===== src/hw/rtl/ptts_pkg.sv =====
// Shared constants and types for the periodic task tick scheduler.
// Used by ptts_cell and periodic_task_tick_scheduler_core; no dependencies.
package ptts_pkg;

  localparam int NUM_TASKS   = 8;
  localparam int COUNT_WIDTH = 16;
  localparam int IDX_W       = (NUM_TASKS > 1) ? $clog2(NUM_TASKS) : 1;

  localparam int OPCODE_W    = 2;
  localparam int FIELD_W     = 16;
  localparam int TASK_IDX_W  = 3;
  localparam int MASK_W      = 8;

  localparam logic [OPCODE_W-1:0] OP_ADD      = 2'd0;
  localparam logic [OPCODE_W-1:0] OP_TICK     = 2'd1;
  localparam logic [OPCODE_W-1:0] OP_DISPATCH = 2'd2;

  typedef struct packed {
    logic                   add;
    logic                   tick;
    logic                   dispatch;
    logic [COUNT_WIDTH-1:0] period;
    logic [COUNT_WIDTH-1:0] offset;
  } cell_ctrl_t;

  typedef struct packed {
    logic add_hit;
    logic fired;
    logic sel;
    logic ready_left;
  } cell_stat_t;

endpackage


===== src/hw/rtl/periodic_task_tick_scheduler_core.sv =====
// Top level of the periodic task tick scheduler: a chain of ptts_cell slots
// with the command handshake and the registered result port. Depends on ptts_pkg.
//
// Add and tick each give one registered result: the item is accepted while busy is low and
// its single result appears with strobe high on the next cycle. A dispatch that
// finds n ready tasks gives n results on consecutive cycles, lowest index first,
// holding busy high after acceptance until the last ready task is picked, since the lowest-ready pick
// that ripples along the cell chain names one task per cycle. A dispatch with no
// ready task, like add and tick, gives one result the next cycle. Every result is
// shown for exactly one cycle and the receiver cannot stall it.
module periodic_task_tick_scheduler_core (
  input  logic                               clk,
  input  logic                               rst,
  input  logic                               start,
  output logic                               busy,
  input  logic [ptts_pkg::OPCODE_W-1:0]      opcode,
  input  logic [ptts_pkg::FIELD_W-1:0]       period,
  input  logic [ptts_pkg::FIELD_W-1:0]       start_offset,
  output logic                               strobe,
  output logic [ptts_pkg::TASK_IDX_W-1:0]    task_index,
  output logic                               rejected,
  output logic                               task_ready,
  output logic [ptts_pkg::MASK_W-1:0]        fired_mask,
  output logic                               last
);
  import ptts_pkg::*;

  localparam logic S_IDLE = 1'b0;
  localparam logic S_DISP = 1'b1;

  logic                  state;
  logic                  state_next;
  logic                  accept;
  cell_ctrl_t            ctrl;
  cell_stat_t            stat [NUM_TASKS];
  logic [NUM_TASKS:0]    free_chain;
  logic [NUM_TASKS:0]    none_chain;
  logic [IDX_W-1:0]      add_idx;
  logic [IDX_W-1:0]      sel_idx;
  logic [NUM_TASKS-1:0]  fired;
  logic                  more_left;
  logic                  any_ready;

  logic                  strobe_next;
  logic [TASK_IDX_W-1:0] task_index_next;
  logic                  rejected_next;
  logic                  task_ready_next;
  logic [MASK_W-1:0]     fired_mask_next;
  logic                  last_next;

  assign busy   = (state == S_DISP);
  assign accept = start & ~busy;

  assign ctrl.add      = accept & (opcode == OP_ADD);
  assign ctrl.tick     = accept & (opcode == OP_TICK);
  assign ctrl.dispatch = (accept & (opcode == OP_DISPATCH)) | busy;
  assign ctrl.period   = COUNT_WIDTH'(period);
  assign ctrl.offset   = COUNT_WIDTH'(start_offset);

  assign free_chain[0] = 1'b1;
  assign none_chain[0] = 1'b1;

  for (genvar g = 0; g < NUM_TASKS; g++) begin : g_cell
    ptts_cell u_cell (
      .clk      (clk),
      .rst      (rst),
      .ctrl     (ctrl),
      .free_in  (free_chain[g]),
      .free_out (free_chain[g+1]),
      .none_in  (none_chain[g]),
      .none_out (none_chain[g+1]),
      .stat     (stat[g])
    );
  end

  assign any_ready = ~none_chain[NUM_TASKS];

  always_comb begin
    add_idx   = '0;
    sel_idx   = '0;
    fired     = '0;
    more_left = 1'b0;
    for (int i = 0; i < NUM_TASKS; i++) begin
      if (stat[i].add_hit) add_idx = IDX_W'(i);
      if (stat[i].sel) sel_idx = IDX_W'(i);
      fired[i]  = stat[i].fired;
      more_left = more_left | stat[i].ready_left;
    end
    fired_mask_next = '0;
    for (int i = 0; i < MASK_W; i++) begin
      if (i < NUM_TASKS) fired_mask_next[i] = fired[i];
    end
  end

  always_comb begin
    state_next      = S_IDLE;
    strobe_next     = 1'b0;
    task_index_next = '0;
    rejected_next   = 1'b0;
    task_ready_next = 1'b0;
    last_next       = 1'b1;
    if (ctrl.dispatch) begin
      strobe_next = 1'b1;
      if (any_ready) begin
        task_index_next = TASK_IDX_W'(sel_idx);
        task_ready_next = 1'b1;
        last_next       = ~more_left;
        state_next      = more_left ? S_DISP : S_IDLE;
      end
    end else if (ctrl.add) begin
      strobe_next = 1'b1;
      if (free_chain[NUM_TASKS]) begin
        rejected_next = 1'b1;
      end else begin
        task_index_next = TASK_IDX_W'(add_idx);
      end
    end else if (ctrl.tick) begin
      strobe_next = 1'b1;
    end
  end

  always_ff @(posedge clk) begin
    if (rst) begin
      state  <= S_IDLE;
      strobe <= 1'b0;
    end else begin
      state  <= state_next;
      strobe <= strobe_next;
    end
  end

  always_ff @(posedge clk) begin
    task_index <= task_index_next;
    rejected   <= rejected_next;
    task_ready <= task_ready_next;
    fired_mask <= ctrl.tick ? fired_mask_next : '0;
    last       <= last_next;
  end

endmodule


===== src/hw/rtl/ptts_cell.sv =====
// One task slot of the scheduler chain: period, countdown, ready flag, valid.
// Depends on ptts_pkg; neighbors pass the fill and lowest-ready chains.
module ptts_cell (
  input  logic                clk,
  input  logic                rst,
  input  ptts_pkg::cell_ctrl_t ctrl,
  input  logic                free_in,
  output logic                free_out,
  input  logic                none_in,
  output logic                none_out,
  output ptts_pkg::cell_stat_t stat
);
  import ptts_pkg::*;

  logic                   valid;
  logic                   ready;
  logic [COUNT_WIDTH-1:0] period;
  logic [COUNT_WIDTH-1:0] countdown;
  logic                   expire;
  logic                   sel;

  assign free_out = free_in & valid;
  assign expire   = (countdown <= COUNT_WIDTH'(1));
  assign sel      = valid & ready & none_in;
  assign none_out = none_in & ~(valid & ready);

  assign stat.add_hit    = ctrl.add & free_in & ~valid;
  assign stat.fired      = ctrl.tick & valid & expire;
  assign stat.sel        = sel;
  assign stat.ready_left = valid & ready & ~(sel & ctrl.dispatch);

  always_ff @(posedge clk) begin
    if (rst) begin
      valid <= 1'b0;
      ready <= 1'b0;
    end else if (stat.add_hit) begin
      valid <= 1'b1;
      ready <= 1'b0;
    end else if (stat.fired) begin
      ready <= 1'b1;
    end else if (ctrl.dispatch && sel) begin
      ready <= 1'b0;
    end
  end

  always_ff @(posedge clk) begin
    if (stat.add_hit) begin
      period    <= ctrl.period;
      countdown <= (ctrl.offset != '0) ? ctrl.offset : ctrl.period;
    end else if (ctrl.tick && valid) begin
      countdown <= expire ? period : countdown - COUNT_WIDTH'(1);
    end
  end

endmodule

===== config.mk =====
export PLATFORM = sky130hd
export DESIGN_NAME = periodic_task_tick_scheduler_core
export DESIGN_NICKNAME = d
export VERILOG_FILES = /design/src/hw/rtl/ptts_pkg.sv /design/src/hw/rtl/periodic_task_tick_scheduler_core.sv /design/src/hw/rtl/ptts_cell.sv
export SDC_FILE = /design/constraint.sdc
export NUM_CORES = 1
export LEC_CHECK = 0
export BUFFER_PORTS_ARGS = -buffer_cell sky130_fd_sc_hd__buf_2
export CAP_MARGIN = 10
export CORE_MARGIN = 2
export CORE_UTILIZATION = 30
export CTS_BUF_LIST = sky130_fd_sc_hd__clkbuf_2
export DETAILED_ROUTE_END_ITERATION = 12
export PLACE_DENSITY = 0.41
export SYNTH_ARGS = -nofsm -noshare
export SYNTH_HDL_FRONTEND = slang
export SYNTH_HIERARCHICAL = 1
export SYNTH_SLANG_ARGS = --single-unit

===== constraint.sdc =====
create_clock -name clk -period 8.35 [get_ports clk]
set_clock_uncertainty 0.2 [all_clocks]
set_input_delay 0.835 -clock clk [delete_from_list [all_inputs] [get_ports clk]]
set_output_delay 0.835 -clock clk [all_outputs]
set_load 0.01 [all_outputs]

==> metrics.md <==
| Metric | Value |
|---|---|
| Final net count | 1576 |
| Rows | 84 |
| R2R depth | 13 |
| Max frequency | 265 MHz |
| Largest net degree at the start of global routing | 33 |
| DP Cell Count | 2119 |
| CP Data Required Time | 9.06 ns |
| Worst-path cell chain | and2_1, and2_1, and2_1, and2_1, and2_1, and2_1, nand2_1, or2_2, inv_1, inv_1, a21oi_1, o31ai_1, a22o_2 |
| Critical path endpoint category | register |
| CTS tree | done |
| Core ar. | 0.0526 sq mm |
| Yosys synthesis warning count | 6 |
| Final Util | 33.1% |
| Worst r2r src | g_cell[0].u_cell/valid |
| Static Leak | 0.00588 uW |
| Die area | 0.0549 sq mm |
| Maximum root-to-sink buffer count | 3 |
| Sum Neg Setup Slack | 0 ns |
| Die height | 234 um |
| Commonest cells after routing, fill and taps aside | 256 x edfxtp_1, 145 x a21oi_1, 128 x clkbuf_2 |
| Clock tree sinks | 288 |
| Final Cycle Share | 45.2% |
| Vias in the first global route | 12696 |
| Reg2reg setup slack | 4.58 ns |
| Hold Fails Final Rpt | 0 |
| Pwr dens | 159 mW/mm^2 |
| First-pass GRT wire length | 82600 um |
| Worst skew pair latency | 1.02 ns |
| CTS Buf Count | 84 |
| DRT Pass-1 Iters | 6 |
| Worst path most repeated cell | and2_1 |
| Area grow syn2layout | 9.09% |
| CP peak stage delay | 0.75 ns |
| GPL Wtd Cong | 0.806 |
| Setup Fix Bufs, Post-CTS | 0 |
| Post-route ant nets | 0 |
| Global route overflow | 0 |
| CP Launch Type | register |
| Clk root buf | clkbuf_2 |
| Worst EP arrival | 4.48 ns |
| Final Non-Filler Cells | 2278 |
| Reg clk slew, reported paths | 0.10 ns |
| Synthesized area | 0.0159 sq mm |
| DR vias | 12818 |
| Fillers | 5452 |
| DR WL/cell | 24.6 um |
| Worst R2R End | task_index[0] |
| Critical path class | register to register |
| Worst Setup SP | g_cell[0].u_cell/valid |
| Minimum clock period | 3.77 ns |
| RSZ-0062 raised after global routing | no |
| Cts hold-fix bufs | 6 |
| Share of post-route cells with drive strength above 1 | 18.1% |
| Final Setup Violations | 0 |
| Hold Path Class | input pin to register |
| Initial Utilization | 30.3% |
| Io pins | 53 |
| Syn_area_per_cell | 11.0 sq um |
| GRT Util Overall | 20.5% |
| Least-Margin Pin Slew | 1.21 ns |
| Initial DRC count | 911 |
| Initial antenna violation count | 3 |
| HPWL after detailed placement | 32900 um |
| Critical Path End | task_index[0] |
| VDD IR max | 0.0815 mV |
| H-Tree Level Count | 3 |
| Critical path's slowest cell | inv_1 |
| Number of max-cap violations | 0 |
| Post-cts sizing count | 0 |
| Status | completed |
| Rel. slew slack | 18.6% |
| Synth Instances | 1453 |
| Most common cell after layout, fill and taps aside | edfxtp_1 |
| Port bufs | 52 |
| Crit path max fanout | 30 |
| # DRC | 0 |
| Horiz. Die Dim | 234 um |
| Fin. max-slew vios | 0 |
| Drt total wl | 55900 um |
| Vias per cell | 5.63 |
## state kept, by name (all words and copies together) (netlist names)
signal                   cells
g_cell.u_cell/countdown    128
g_cell.u_cell/period       128
fired_mask                   8
g_cell.u_cell/ready          8
g_cell.u_cell/valid          8
task_index                   3
busy                         1
last                         1
rejected                     1
strobe                       1
task_ready                   1
## per-stage QoR
stage	hold slack [ns]	power [uW]	area, sq um	setup WS (ns)
6_report	0.118	2760	17400	4.58
5_1_grt	0.0449	2890	17400	4.29
4_1_cts	0.0000131	2810	17400	4.61
3_5_place_dp	0.341	1730	16600	4.58
3_3_place_gp	0.334	1730	16600	4.57
2_1_floorplan	0.306	1630	15900	5.08
## worst min-delay path by stage
stage                                 startpoint                    endpoint  slack, ns  cells after the start
final                                  period[6]  g_cell[7].u_cell/period[6]       0.12                      1
after global routing                   period[6]  g_cell[5].u_cell/period[6]       0.04                      1
after CTS                              period[6]  g_cell[7].u_cell/period[6]    0.00001                      1
after detailed placement  g_cell[5].u_cell/ready      g_cell[5].u_cell/ready       0.34                      2
after global placement    g_cell[1].u_cell/valid      g_cell[1].u_cell/valid       0.33                      2
after floorplan           g_cell[2].u_cell/valid      g_cell[2].u_cell/valid       0.31                      2
## cell type report
cell class	instances	area [sq um]	area share [%]
repair buffers	63	358	2.06
well taps	688	861	4.96
clock inverters	23	90.1	0.519
flip-flops and latches	288	8330	48.0
diodes	2	5.00	0.0288
clock buffers	128	641	3.69
multi-input cells	1054	6970	40.1
inverters	32	120	0.692
## per-layer routing
| metal | global-route usage, % | routed length (um) |
|---|---|---|
| met1 | 28.3 | 25700 |
| met2 | 31.8 | 25300 |
| met3 | 3.84 | 3410 |
| met4 | 7.94 | 1590 |
| met5 | 0 | 13 |
## critical path, delay by kind of cell (launching register included)
kind / cells / cell delay (ns)
flops: 1 / 0.43
compound gates: 3 / 0.50
buf+inv: 2 / 0.85
simple gates: 8 / 1.69
## power breakdown
| group | switching, uW | leakage [uW] | total [uW] | internal (uW) |
|---|---|---|---|---|
| combinational | 111 | 0.00283 | 137 | 25.9 |
| clock | 650 | 0.000580 | 1060 | 405 |
| sequential | 3.58 | 0.00247 | 1560 | 1560 |
No activity file was read; power rests on OpenSTA's default activity.
